**config.mk**
```make
export PLATFORM = sky130hd
export DESIGN_NAME = majority_vote_finder_unit_flat
export DESIGN_NICKNAME = d
export VERILOG_FILES = /design/src/mvf_pkg.sv /design/src/mvf_ifs.sv /design/src/mvf_ram.sv /design/src/majority_vote_finder_unit.sv /design/src/flat_wrapper.sv
export SDC_FILE = /design/constraint.sdc
export NUM_CORES = 1
export LEC_CHECK = 0
export BUFFER_PORTS_ARGS = -buffer_cell sky130_fd_sc_hd__buf_2
export CELL_PAD_IN_SITES_DETAIL_PLACEMENT = 1
export CELL_PAD_IN_SITES_GLOBAL_PLACEMENT = 1
export CORE_MARGIN = 2
export CORE_UTILIZATION = 40
export CTS_CLUSTER_DIAMETER = 40
export DETAILED_ROUTE_END_ITERATION = 10
export PLACE_DENSITY_LB_ADDON = 0.1
export SKIP_LAST_GASP = 1
export SLEW_MARGIN = 5
export SYNTH_ARGS = -nofsm -noshare
export SYNTH_HDL_FRONTEND = slang
export SYNTH_SLANG_ARGS = --single-unit
```
**constraint.sdc**
```tcl
create_clock -name clk -period 3.8 [get_ports clk]
set_input_delay 0.76 -clock clk [delete_from_list [all_inputs] [get_ports clk]]
set_output_delay 0.76 -clock clk [all_outputs]
set_load 0.02 [all_outputs]
```
**src/mvf_pkg.sv**
```systemverilog
// Shared constants and types for the majority vote finder.
package mvf_pkg;

  // Vote store size and identifier width
  localparam int MAX_VOTES = 64;
  localparam int ID_BITS   = 16;

  // Width of the input and result identifier fields
  localparam int VOTE_W = 16;

  // Store index and vote count widths
  localparam int IDX_W = (MAX_VOTES > 1) ? $clog2(MAX_VOTES) : 1;
  localparam int CNT_W = $clog2(MAX_VOTES + 1);

  typedef logic [ID_BITS-1:0] id_t;
  typedef logic [CNT_W-1:0]   cnt_t;
  typedef logic [IDX_W-1:0]   idx_t;

  // Sequencer states
  typedef enum logic [1:0] {
    ST_LOAD,
    ST_SCAN,
    ST_DONE
  } state_t;

endpackage

```
**src/mvf_ifs.sv**
```systemverilog
// Valid/ready channel interfaces for vote requests and round results.

interface mvf_in_if;
  logic                           valid;
  logic                           ready;
  logic [mvf_pkg::VOTE_W-1:0]     vote_id;
  logic                           last_vote;

  modport source (output valid, output vote_id, output last_vote, input ready);
  modport sink   (input valid, input vote_id, input last_vote, output ready);
endinterface

interface mvf_out_if;
  logic                           valid;
  logic                           ready;
  logic                           majority_found;
  logic [mvf_pkg::VOTE_W-1:0]     winner_id;
  logic                           overflow;

  modport source (output valid, output majority_found, output winner_id,
                  output overflow, input ready);
  modport sink   (input valid, input majority_found, input winner_id,
                  input overflow, output ready);
endinterface

```
**src/mvf_ram.sv**
```systemverilog
// Generic single-write, single-read RAM with registered read data.
module mvf_ram #(
  parameter int WIDTH = 16,
  parameter int DEPTH = 64
) (
  input  logic                                   clk,
  input  logic                                   we,
  input  logic [((DEPTH > 1) ? $clog2(DEPTH) : 1)-1:0] waddr,
  input  logic [WIDTH-1:0]                       wdata,
  input  logic                                   re,
  input  logic [((DEPTH > 1) ? $clog2(DEPTH) : 1)-1:0] raddr,
  output logic [WIDTH-1:0]                       rdata
);

  logic [WIDTH-1:0] mem [DEPTH];

  // Write port and registered read port
  always_ff @(posedge clk) begin
    if (we) begin
      mem[waddr] <= wdata;
    end
    if (re) begin
      rdata <= mem[raddr];
    end
  end

endmodule

```
**src/majority_vote_finder_unit.sv**
```systemverilog
// Top level: strict-majority finder over one round of stored votes.
//
// Votes arrive on in_vote, one per request, and are accepted while the block
// is loading: one vote per cycle. Each vote is written to the vote store and
// advances the running candidate and tally. The vote marked last_vote closes
// the round; the block then stops taking requests and rereads every stored
// vote, one store read per cycle through the single read port, counting
// matches with the candidate. After the last read returns and is compared,
// the pass ends and the result is loaded into the output register; an
// overflowed round skips the counting pass and goes straight to loading
// the result.
// The result is held in an output register on out_res until taken. Votes of
// the next round are accepted while it waits; only a round that has finished
// its pass waits, taking no votes, for the register to drain.
// Votes beyond the store size are dropped and the round reports overflow.
// Synchronous reset (rst_n low) starts an empty round and clears the output valid.
module majority_vote_finder_unit (
  input  logic            clk,
  input  logic            rst_n,
  mvf_in_if.sink          in_vote,
  mvf_out_if.source       out_res
);

  mvf_pkg::state_t state_r, state_nxt;

  // Round state
  mvf_pkg::cnt_t total_r, total_nxt;
  mvf_pkg::id_t  cand_r, cand_nxt;
  mvf_pkg::cnt_t tally_r, tally_nxt;
  logic          ovf_r, ovf_nxt;

  // Counting pass
  mvf_pkg::cnt_t addr_r, addr_nxt;
  logic          pend_r, pend_nxt;
  mvf_pkg::cnt_t hits_r, hits_nxt;

  // Output register
  logic          out_valid_r, out_valid_nxt;
  logic          out_found_r, out_found_nxt;
  mvf_pkg::id_t  out_id_r, out_id_nxt;
  logic          out_ovf_r, out_ovf_nxt;

  // Control decoded from state
  logic in_ready;
  logic scanning;
  logic finishing;

  // Store access
  logic          ram_we;
  logic          ram_re;
  mvf_pkg::id_t  ram_rdata;
  mvf_pkg::id_t  vote_v;
  logic          in_acc;
  logic          full;
  logic          issue_more;
  logic          out_free;
  logic          found;
  mvf_pkg::cnt_t tally_step;

  assign vote_v     = in_vote.vote_id[mvf_pkg::ID_BITS-1:0];
  assign in_acc     = in_vote.valid && in_ready;
  assign full       = (total_r == mvf_pkg::cnt_t'(mvf_pkg::MAX_VOTES));
  assign issue_more = (addr_r < total_r);
  assign out_free   = !out_valid_r || out_res.ready;
  assign found      = !ovf_r && (hits_r > (total_r >> 1));

  assign ram_we = in_acc && !full;
  assign ram_re = scanning && issue_more;

  mvf_ram #(
    .WIDTH (mvf_pkg::ID_BITS),
    .DEPTH (mvf_pkg::MAX_VOTES)
  ) u_store (
    .clk   (clk),
    .we    (ram_we),
    .waddr (total_r[mvf_pkg::IDX_W-1:0]),
    .wdata (vote_v),
    .re    (ram_re),
    .raddr (addr_r[mvf_pkg::IDX_W-1:0]),
    .rdata (ram_rdata)
  );

  // Next state
  always_comb begin
    state_nxt = state_r;
    case (state_r)
      mvf_pkg::ST_LOAD: begin
        if (in_vote.valid && in_vote.last_vote) begin
          state_nxt = ovf_nxt ? mvf_pkg::ST_DONE : mvf_pkg::ST_SCAN;
        end
      end
      mvf_pkg::ST_SCAN: begin
        if (!issue_more && !pend_r) begin
          state_nxt = mvf_pkg::ST_DONE;
        end
      end
      mvf_pkg::ST_DONE: begin
        if (out_free) begin
          state_nxt = mvf_pkg::ST_LOAD;
        end
      end
      default: state_nxt = mvf_pkg::ST_LOAD;
    endcase
  end

  // State decode
  always_comb begin
    in_ready  = 1'b0;
    scanning  = 1'b0;
    finishing = 1'b0;
    case (state_r)
      mvf_pkg::ST_LOAD: in_ready  = 1'b1;
      mvf_pkg::ST_SCAN: scanning  = 1'b1;
      mvf_pkg::ST_DONE: finishing = out_free;
      default:          in_ready  = 1'b0;
    endcase
  end

  // Boyer-Moore update of candidate and tally per accepted vote
  always_comb begin
    total_nxt  = total_r;
    cand_nxt   = cand_r;
    tally_nxt  = tally_r;
    ovf_nxt    = ovf_r;
    tally_step = (vote_v == cand_r) ? tally_r + 1'b1 : tally_r - 1'b1;
    if (in_acc) begin
      if (full) begin
        ovf_nxt = 1'b1;
      end else begin
        total_nxt = total_r + 1'b1;
        if (total_r == '0 || tally_step == '0) begin
          cand_nxt  = vote_v;
          tally_nxt = mvf_pkg::cnt_t'(1);
        end else begin
          tally_nxt = tally_step;
        end
      end
    end else if (finishing) begin
      // Result taken into the output register: start a new round
      total_nxt = '0;
      cand_nxt  = '0;
      tally_nxt = '0;
      ovf_nxt   = 1'b0;
    end
  end

  // Counting pass: one read issued per cycle, compare on returned data
  always_comb begin
    addr_nxt = addr_r;
    pend_nxt = 1'b0;
    hits_nxt = hits_r;
    if (in_acc) begin
      addr_nxt = '0;
      hits_nxt = '0;
    end else if (scanning) begin
      pend_nxt = issue_more;
      if (issue_more) begin
        addr_nxt = addr_r + 1'b1;
      end
      if (pend_r && ram_rdata == cand_r) begin
        hits_nxt = hits_r + 1'b1;
      end
    end
  end

  // Output register
  always_comb begin
    out_valid_nxt = out_valid_r;
    out_found_nxt = out_found_r;
    out_id_nxt    = out_id_r;
    out_ovf_nxt   = out_ovf_r;
    if (out_res.ready) begin
      out_valid_nxt = 1'b0;
    end
    if (finishing) begin
      out_valid_nxt = 1'b1;
      out_found_nxt = found;
      out_id_nxt    = found ? cand_r : '0;
      out_ovf_nxt   = ovf_r;
    end
  end

  // Control and round state registers
  always_ff @(posedge clk) begin
    if (!rst_n) begin
      state_r     <= mvf_pkg::ST_LOAD;
      total_r     <= '0;
      cand_r      <= '0;
      tally_r     <= '0;
      ovf_r       <= 1'b0;
      pend_r      <= 1'b0;
      out_valid_r <= 1'b0;
    end else begin
      state_r     <= state_nxt;
      total_r     <= total_nxt;
      cand_r      <= cand_nxt;
      tally_r     <= tally_nxt;
      ovf_r       <= ovf_nxt;
      pend_r      <= pend_nxt;
      out_valid_r <= out_valid_nxt;
    end
  end

  // Pass counters and result payload
  always_ff @(posedge clk) begin
    addr_r      <= addr_nxt;
    hits_r      <= hits_nxt;
    out_found_r <= out_found_nxt;
    out_id_r    <= out_id_nxt;
    out_ovf_r   <= out_ovf_nxt;
  end

  assign in_vote.ready          = in_ready;
  assign out_res.valid          = out_valid_r;
  assign out_res.majority_found = out_found_r;
  assign out_res.winner_id      = mvf_pkg::VOTE_W'(out_id_r);
  assign out_res.overflow       = out_ovf_r;

endmodule

```
**src/flat_wrapper.sv**
```systemverilog
// flat-port wrapper written by rule: the top's interface ports become plain ports
module majority_vote_finder_unit_flat 
  (clk, rst_n, in_vote_valid, in_vote_vote_id, in_vote_last_vote, in_vote_ready, out_res_valid, out_res_majority_found, out_res_winner_id, out_res_overflow, out_res_ready);
  mvf_in_if in_vote_i ();
  mvf_out_if out_res_i ();
  input  logic clk;
  input  logic rst_n;
  input wire logic [$bits(in_vote_i.valid)-1:0] in_vote_valid;
  input wire logic [$bits(in_vote_i.vote_id)-1:0] in_vote_vote_id;
  input wire logic [$bits(in_vote_i.last_vote)-1:0] in_vote_last_vote;
  output wire logic [$bits(in_vote_i.ready)-1:0] in_vote_ready;
  output wire logic [$bits(out_res_i.valid)-1:0] out_res_valid;
  output wire logic [$bits(out_res_i.majority_found)-1:0] out_res_majority_found;
  output wire logic [$bits(out_res_i.winner_id)-1:0] out_res_winner_id;
  output wire logic [$bits(out_res_i.overflow)-1:0] out_res_overflow;
  input wire logic [$bits(out_res_i.ready)-1:0] out_res_ready;
  assign in_vote_i.valid = in_vote_valid;
  assign in_vote_i.vote_id = in_vote_vote_id;
  assign in_vote_i.last_vote = in_vote_last_vote;
  assign in_vote_ready = in_vote_i.ready;
  assign out_res_valid = out_res_i.valid;
  assign out_res_majority_found = out_res_i.majority_found;
  assign out_res_winner_id = out_res_i.winner_id;
  assign out_res_overflow = out_res_i.overflow;
  assign out_res_i.ready = out_res_ready;
  majority_vote_finder_unit u_core (.clk(clk), .rst_n(rst_n), .in_vote(in_vote_i), .out_res(out_res_i));
endmodule
```
== Word-level counts from Yosys, hierarchy flattened ==
Memory sizes are Yosys's and may differ from the RTL's. A register that Yosys moved wholly into a read port is not among the register bits.
Cells that the tools add are included.
Word-level totals
  flip-flop bits (word level): 67
  bits in latches: 0
  RAM bits: 1024
  ROM bits: 0
  output and inout port bits: 20
  memories: 1
Memory list
  u_core.u_store.mem: words 64, bits a word 16, rd ports 1, clocked after memory_dff 1, write ports 1, line mvf_ram.sv:15  | logic [WIDTH-1:0] mem [DEPTH];
Cells by class
  add/subtract/negate cells: 5
  multiply operators: 0
  divide/modulo/power cells: 0
  $lt $le $gt $ge: 2
  eq/ne operators: 10
  shift operators: 0
  multiplexer cells: 26
  bitwise logic cells: 2
  reductions and logical operators: 25
Operator list (number)
  $mux W16: 4
  $mux W7: 7
  $eq A16 B16 Y1: 2
  $add A7 B1 Y7 const B: 4
  $logic_not A7 Y1: 2
  $mux W1: 10
  $mux W2: 4
  $eq A7 B7 Y1 const B: 1
  $gt A7 B6 Y1: 1
  $logic_and A1 B1 Y1: 7
  $lt A7 B7 Y1: 1
  $sub A7 B1 Y7 const B: 1
  $ne A2 B1 Y1 const B: 3
  $pmux W2 S3: 1
  $reduce_and A2 Y1: 3
  $reduce_and A3 Y1: 2
  $logic_not A1 Y1: 5
  $ne A2 B2 Y1 const B: 2
  $reduce_bool A2 Y1: 2
  $reduce_or A3 Y1: 1
  $eq A2 B1 Y1 const B: 1
  $eq A2 B2 Y1 const B: 1
  $logic_not A2 Y1: 1
  $logic_or A1 B1 Y1: 2
  $not A1 Y1: 2

== Depth between registers and ports, before layout ==
  depth after elaboration: 8
  gate-level depth with buffers: 13
  mapped depth without buffers: 12

== By module ==
From an unflattened synthesis, not the netlist that was laid out.
Unflattened totals
  cell total of the unflattened synthesis: 2185
  area total of the unflattened synthesis: 43749.5 um^2
Modules (own cells, without submodules)
  mvf_ram: instances 1, cells each 1829, area each 40202.3 um^2, seq. area each 31230.0 um^2
  majority_vote_finder_unit: instances 1, cells each 356, area each 3547.2 um^2, seq. area each 1521.5 um^2

== Worst setup path after synthesis ==
Ideal clock, no wire load.
  kind: input to register
  start: input in_vote_vote_id[15]
  end: register u_core.cand_r[10]
  library setup time: 117 ps
  data arrival time: 3713 ps
  data required time: 3683 ps
  path slack: -30 ps
  cell stages on the path: 13
  path buffers: 1
  path through: xnor2_1 nand4_1 nor4_4 inv_1 ha_1 a21oi_1 a21oi_1 or3_1 a2111oi_1 nand2_1 a22o_2 buf_6 a22o_1
On the way
  cells in the longest elaborated chain, start to end: 6
Ends and longest elaborated chain
  start, declared: line flat_wrapper.sv:9  | input wire logic [$bits(in_vote_i.vote_id)-1:0] in_vote_vote_id;
  $eq A16 B16 Y1: line majority_vote_finder_unit.sv:125  | tally_step = (vote_v == cand_r) ? tally_r + 1'b1 : tally_r - 1'b1;
  $mux W7: line majority_vote_finder_unit.sv:125
  $logic_not A7 Y1: line majority_vote_finder_unit.sv:131  | if (total_r == '0 || tally_step == '0) begin
  $logic_or A1 B1 Y1: line majority_vote_finder_unit.sv:131
  $ne A2 B2 Y1 (no source line)
  $reduce_and A3 Y1 (no source line)
  end signal, assigned: line majority_vote_finder_unit.sv:196  | cand_r <= cand_nxt;
  end, declared: line majority_vote_finder_unit.sv:28  | mvf_pkg::id_t cand_r, cand_nxt;
Every way passes these cells.
A chain may end at the register's enable or synchronous reset.

== Worst setup path after layout ==
  start: register u_core.cand_r[1]
  end: register u_core.cand_r[0]
On the way
  cells in the longest elaborated chain, start to end: 6
Ends and longest elaborated chain (line)
  $eq A16 B16 Y1: majority_vote_finder_unit.sv:125
  $mux W7: majority_vote_finder_unit.sv:125
  $logic_not A7 Y1: majority_vote_finder_unit.sv:131
  $logic_or A1 B1 Y1: majority_vote_finder_unit.sv:131
  $ne A2 B2 Y1 (no source line)
  $reduce_and A3 Y1 (no source line)
Every way passes these cells.

==> run summary <==
DR WL/cell: 32.78 um
M1 GR Usage: 0.3172
Reg2Reg Depth: 12
Final Hold Fails: 0
n_diodes: 0
WP data required: 4420 ps
top cells by count, synth: edfxtp_1, mux4_2, nor2_1, dfxtp_1, clkbuf_1
Vias/cell: 5.647
Peak VDD IR: 0.4190 mV
Detailed Route WL: 120.9 mm
Root Buffer Master: clkbuf_16
CTS HTree Levels: 4
remaining antenna violation count: 0
# setup viols final: 0
post-synthesis cell type count: 53
Final GP Congestion: 0.8144
first-pass GRT wire length: 173.1 mm
synthesized area: 43070 um^2
final worst-path cycle share: 0.9677
via count: 20830
largest net degree at the start of global routing: 66
layout cell share with drive strength beyond 1: 0.3801
# DRC: 0
min-delay worst type: primary input to flop
clk slew on worst S/H paths: 60 ps
RSZ-0062 raised after global routing: false
Worst setup startpoint: u_core.cand_r[1]
Synth top area share: 0.7377
r2r endpoint: u_core.cand_r[0]
net count after synthesis: 1939
post-synth top area cell: edfxtp_1
Overflow after GRT: 0
syn avg cell area: 22.74 um^2
Pre-antenna DRT Iters: 5
#FFs+latches synth: 1107
Pwr Total: 29.44 mW
CTS tree: done
CTS buffer count: 156
Worst Skew: 23.24 ps
clock latency reported for the late side of the worst-skew pair: 750 ps
Die Y: 332.1 um
Critical Path Sink: u_core.cand_r[0]
Boundary Pins: 41
CP endpoint kind: flop
Sink Count: 1107
Synth area leaders: edfxtp_1, mux4_2, dfxtp_1, nor2_1, xnor2_1
CP startpoint kind: flop
sequential share of the synthesized area: 0.7605
synthesized instance count: 1894
Post-synth EDFFs: 1058
Final #Nets: 2202
die area: 110300 um^2
GRT met2 Usage: 0.3635
GRT Total Usage: 0.2233
gr busiest metal: met2
Hold Buf Count CTS: 0
post-layout util: 0.4813
Final Slew Violations: 0
met3 Usage GRT: 0.03410
dpl hpwl: 71.86 mm
FF-to-FF Start: u_core.cand_r[1]
Core ar.: 106900 um^2
DR iter-0 viols: 2352
Starting Density: 0.4029
row count: 120
crit-path max FO: 8
count leader, synth: edfxtp_1
clock buffer depth: 3
Yosys warning count: 0
f_max: 0.2719 GHz
max cap viols: 0
ys flop type: edfxtp_1
worst slew pin tran: 915.5 ps
critical path arrival: 4300 ps
initial antenna violation count: 13
number of global-route vias before repair: 22230
outcome: complete, no violations
Pleak: 16.04 nW
I/O Buffers: 40
critical path class: flop to flop
final critical-path required period: 3677 ps
Post-synth ARST share: 0
Chip Width: 332.1 um
power per cell area: 572.1 nW/um^2
Worst slew margin: 0.3880
FF-to-FF setup slack: 120 ps
P&R area growth vs syn: 19.48%
==> through the flow <==
step                cells  worst slack [ps]  setup TNS (ps)  hold WS (ps)  area (um^2)
floorplan            1894             23.08               0         448.8        43070
global placement     3400            -603.1           -9844         482.4        46180
detailed placement   3400            -757.5          -12330         485.7        46180
CTS                  3688             28.89               0         365.0        51380
global route         3689             9.785               0         387.9        51460
finish               3689             122.6               0         391.6        51460
==> layer usage <==
| layer | vias up | wire length (um) |
|---|---|---|
| li1 | 8586 | - |
| met1 | 11550 | 54320 |
| met2 | 535 | 59150 |
| met3 | 156 | 5088 |
| met4 | 0 | 2383 |
| met5 | - | 0 |
==> worst max-delay path, cell delays in order (launching register included) <==
cell and delay, ps:
dfxtp_4 370, xnor2_2 160, nand4_1 360, nor4_4 480, inv_2 110, ha_1 350
a21oi_2 200, a21oi_2 90, or3_4 350, a2111oi_4 360, nand2_2 160, a22o_4 320
a22o_1 260
==> registers in the layout (all words and copies together), names as in the netlist <==
signal	cells
u_core.cand_r	16
u_core.u_store.rdata	16
u_core.out_res.overflow	1
u_core.pend_r	1
u_core.ovf_r	1
u_core.out_res.majority_found	1
u_core.out_res.winner_id	16
u_core.hits_r	7
u_core.out_res.valid	1
u_core.u_store.mem	1024
u_core.tally_r	7
u_core.addr_r	7
u_core.state_r	2
u_core.total_r	7
==> where the power goes <==
| part | switching [mW] | total, mW | internal, mW |
|---|---|---|---|
| clock network | 5.47 | 14.3 | 8.79 |
| logic | 0.936 | 1.66 | 0.720 |
| registers | 0.0687 | 13.5 | 13.5 |
==> cell usage in the layout, fill, tap and decap left out, types with 4 or more instances in the layout <==
cell type   Yosys  final
ha_1           23     22
nand2b_1        5      5
xnor2_1        35     32
o21a_1          4      4
and2_1         19     19
buf_2          13     40
inv_1          15     14
bufinv_16       0     13
buf_4          17    132
mux2i_1         4      4
clkbuf_1       43     22
clkinv_2        0     24
nand4_1        15     15
dfxtp_1        49     41
a21o_1          4      4
xor2_1         12     12
a22o_1         16     16
nor2_2          0     60
nand3_1        23     23
a21oi_2         0      4
nor3_1          4      4
dfxtp_4         0      6
mux4_2        336    336
nor2b_1         5      5
clkbuf_16       0    162
inv_8           0      4
clkinvlp_4      0     14
nor2_1         91     31
clkinv_4        0     12
buf_12          0     23
nand2_1        26     25
o21ai_0        10      9
a21oi_1        11      7
edfxtp_1     1058   1058
inv_6           0     16
clkinv_1        1     17
==> logic make-up (layout without fill, tap and decap cells) <==
| group | Yosys count | in the layout | synth area share |
|---|---|---|---|
| AOI/OAI and AO/OA | 63 | 64 | 0.01072 |
| muxes | 341 | 341 | 0.1769 |
| adders and majority gates | 24 | 24 | 0.007147 |
| buffers and inverters | 107 | 498 | 0.01188 |
| and+or+nand+nor | 204 | 204 | 0.02278 |
| DFF | 1107 | 1107 | 0.7605 |
| xor gates and xnor gates | 48 | 48 | 0.01008 |
==> worst min path at each step <==
stage                            start                       end  slack, ps  cells past startpoint
finish              in_vote_vote_id[6]  u_core.u_store.mem[4][6]        390                      2
global route        in_vote_vote_id[6]  u_core.u_store.mem[4][6]        390                      2
CTS                 in_vote_vote_id[6]  u_core.u_store.mem[4][6]        370                      2
detailed placement        u_core.ovf_r   u_core.out_res.overflow        490                      0
global placement          u_core.ovf_r   u_core.out_res.overflow        480                      0
floorplan                 u_core.ovf_r   u_core.out_res.overflow        450                      0
==> area by class of cell <==
class	instances	area (um^2)
Sequential cell	1107	32780
Clock inverter	100	982.2
Clock buffer	187	4178
Inverter	16	60.06
Tap cell	1403	1755
Multi-Input combinational cell	681	10050
Timing Repair Buffer	195	1652
Fill cell	9497	55450
==> repair_timing <==
action / in CTS / in global routing
setup endpoints to repair: 16 / 16
cloned: 0 / 1
pin swaps: 2 / 6
resized for setup: 7 / 14
buffers inserted: 1 / 0
(Power assumes the default switching activity.)
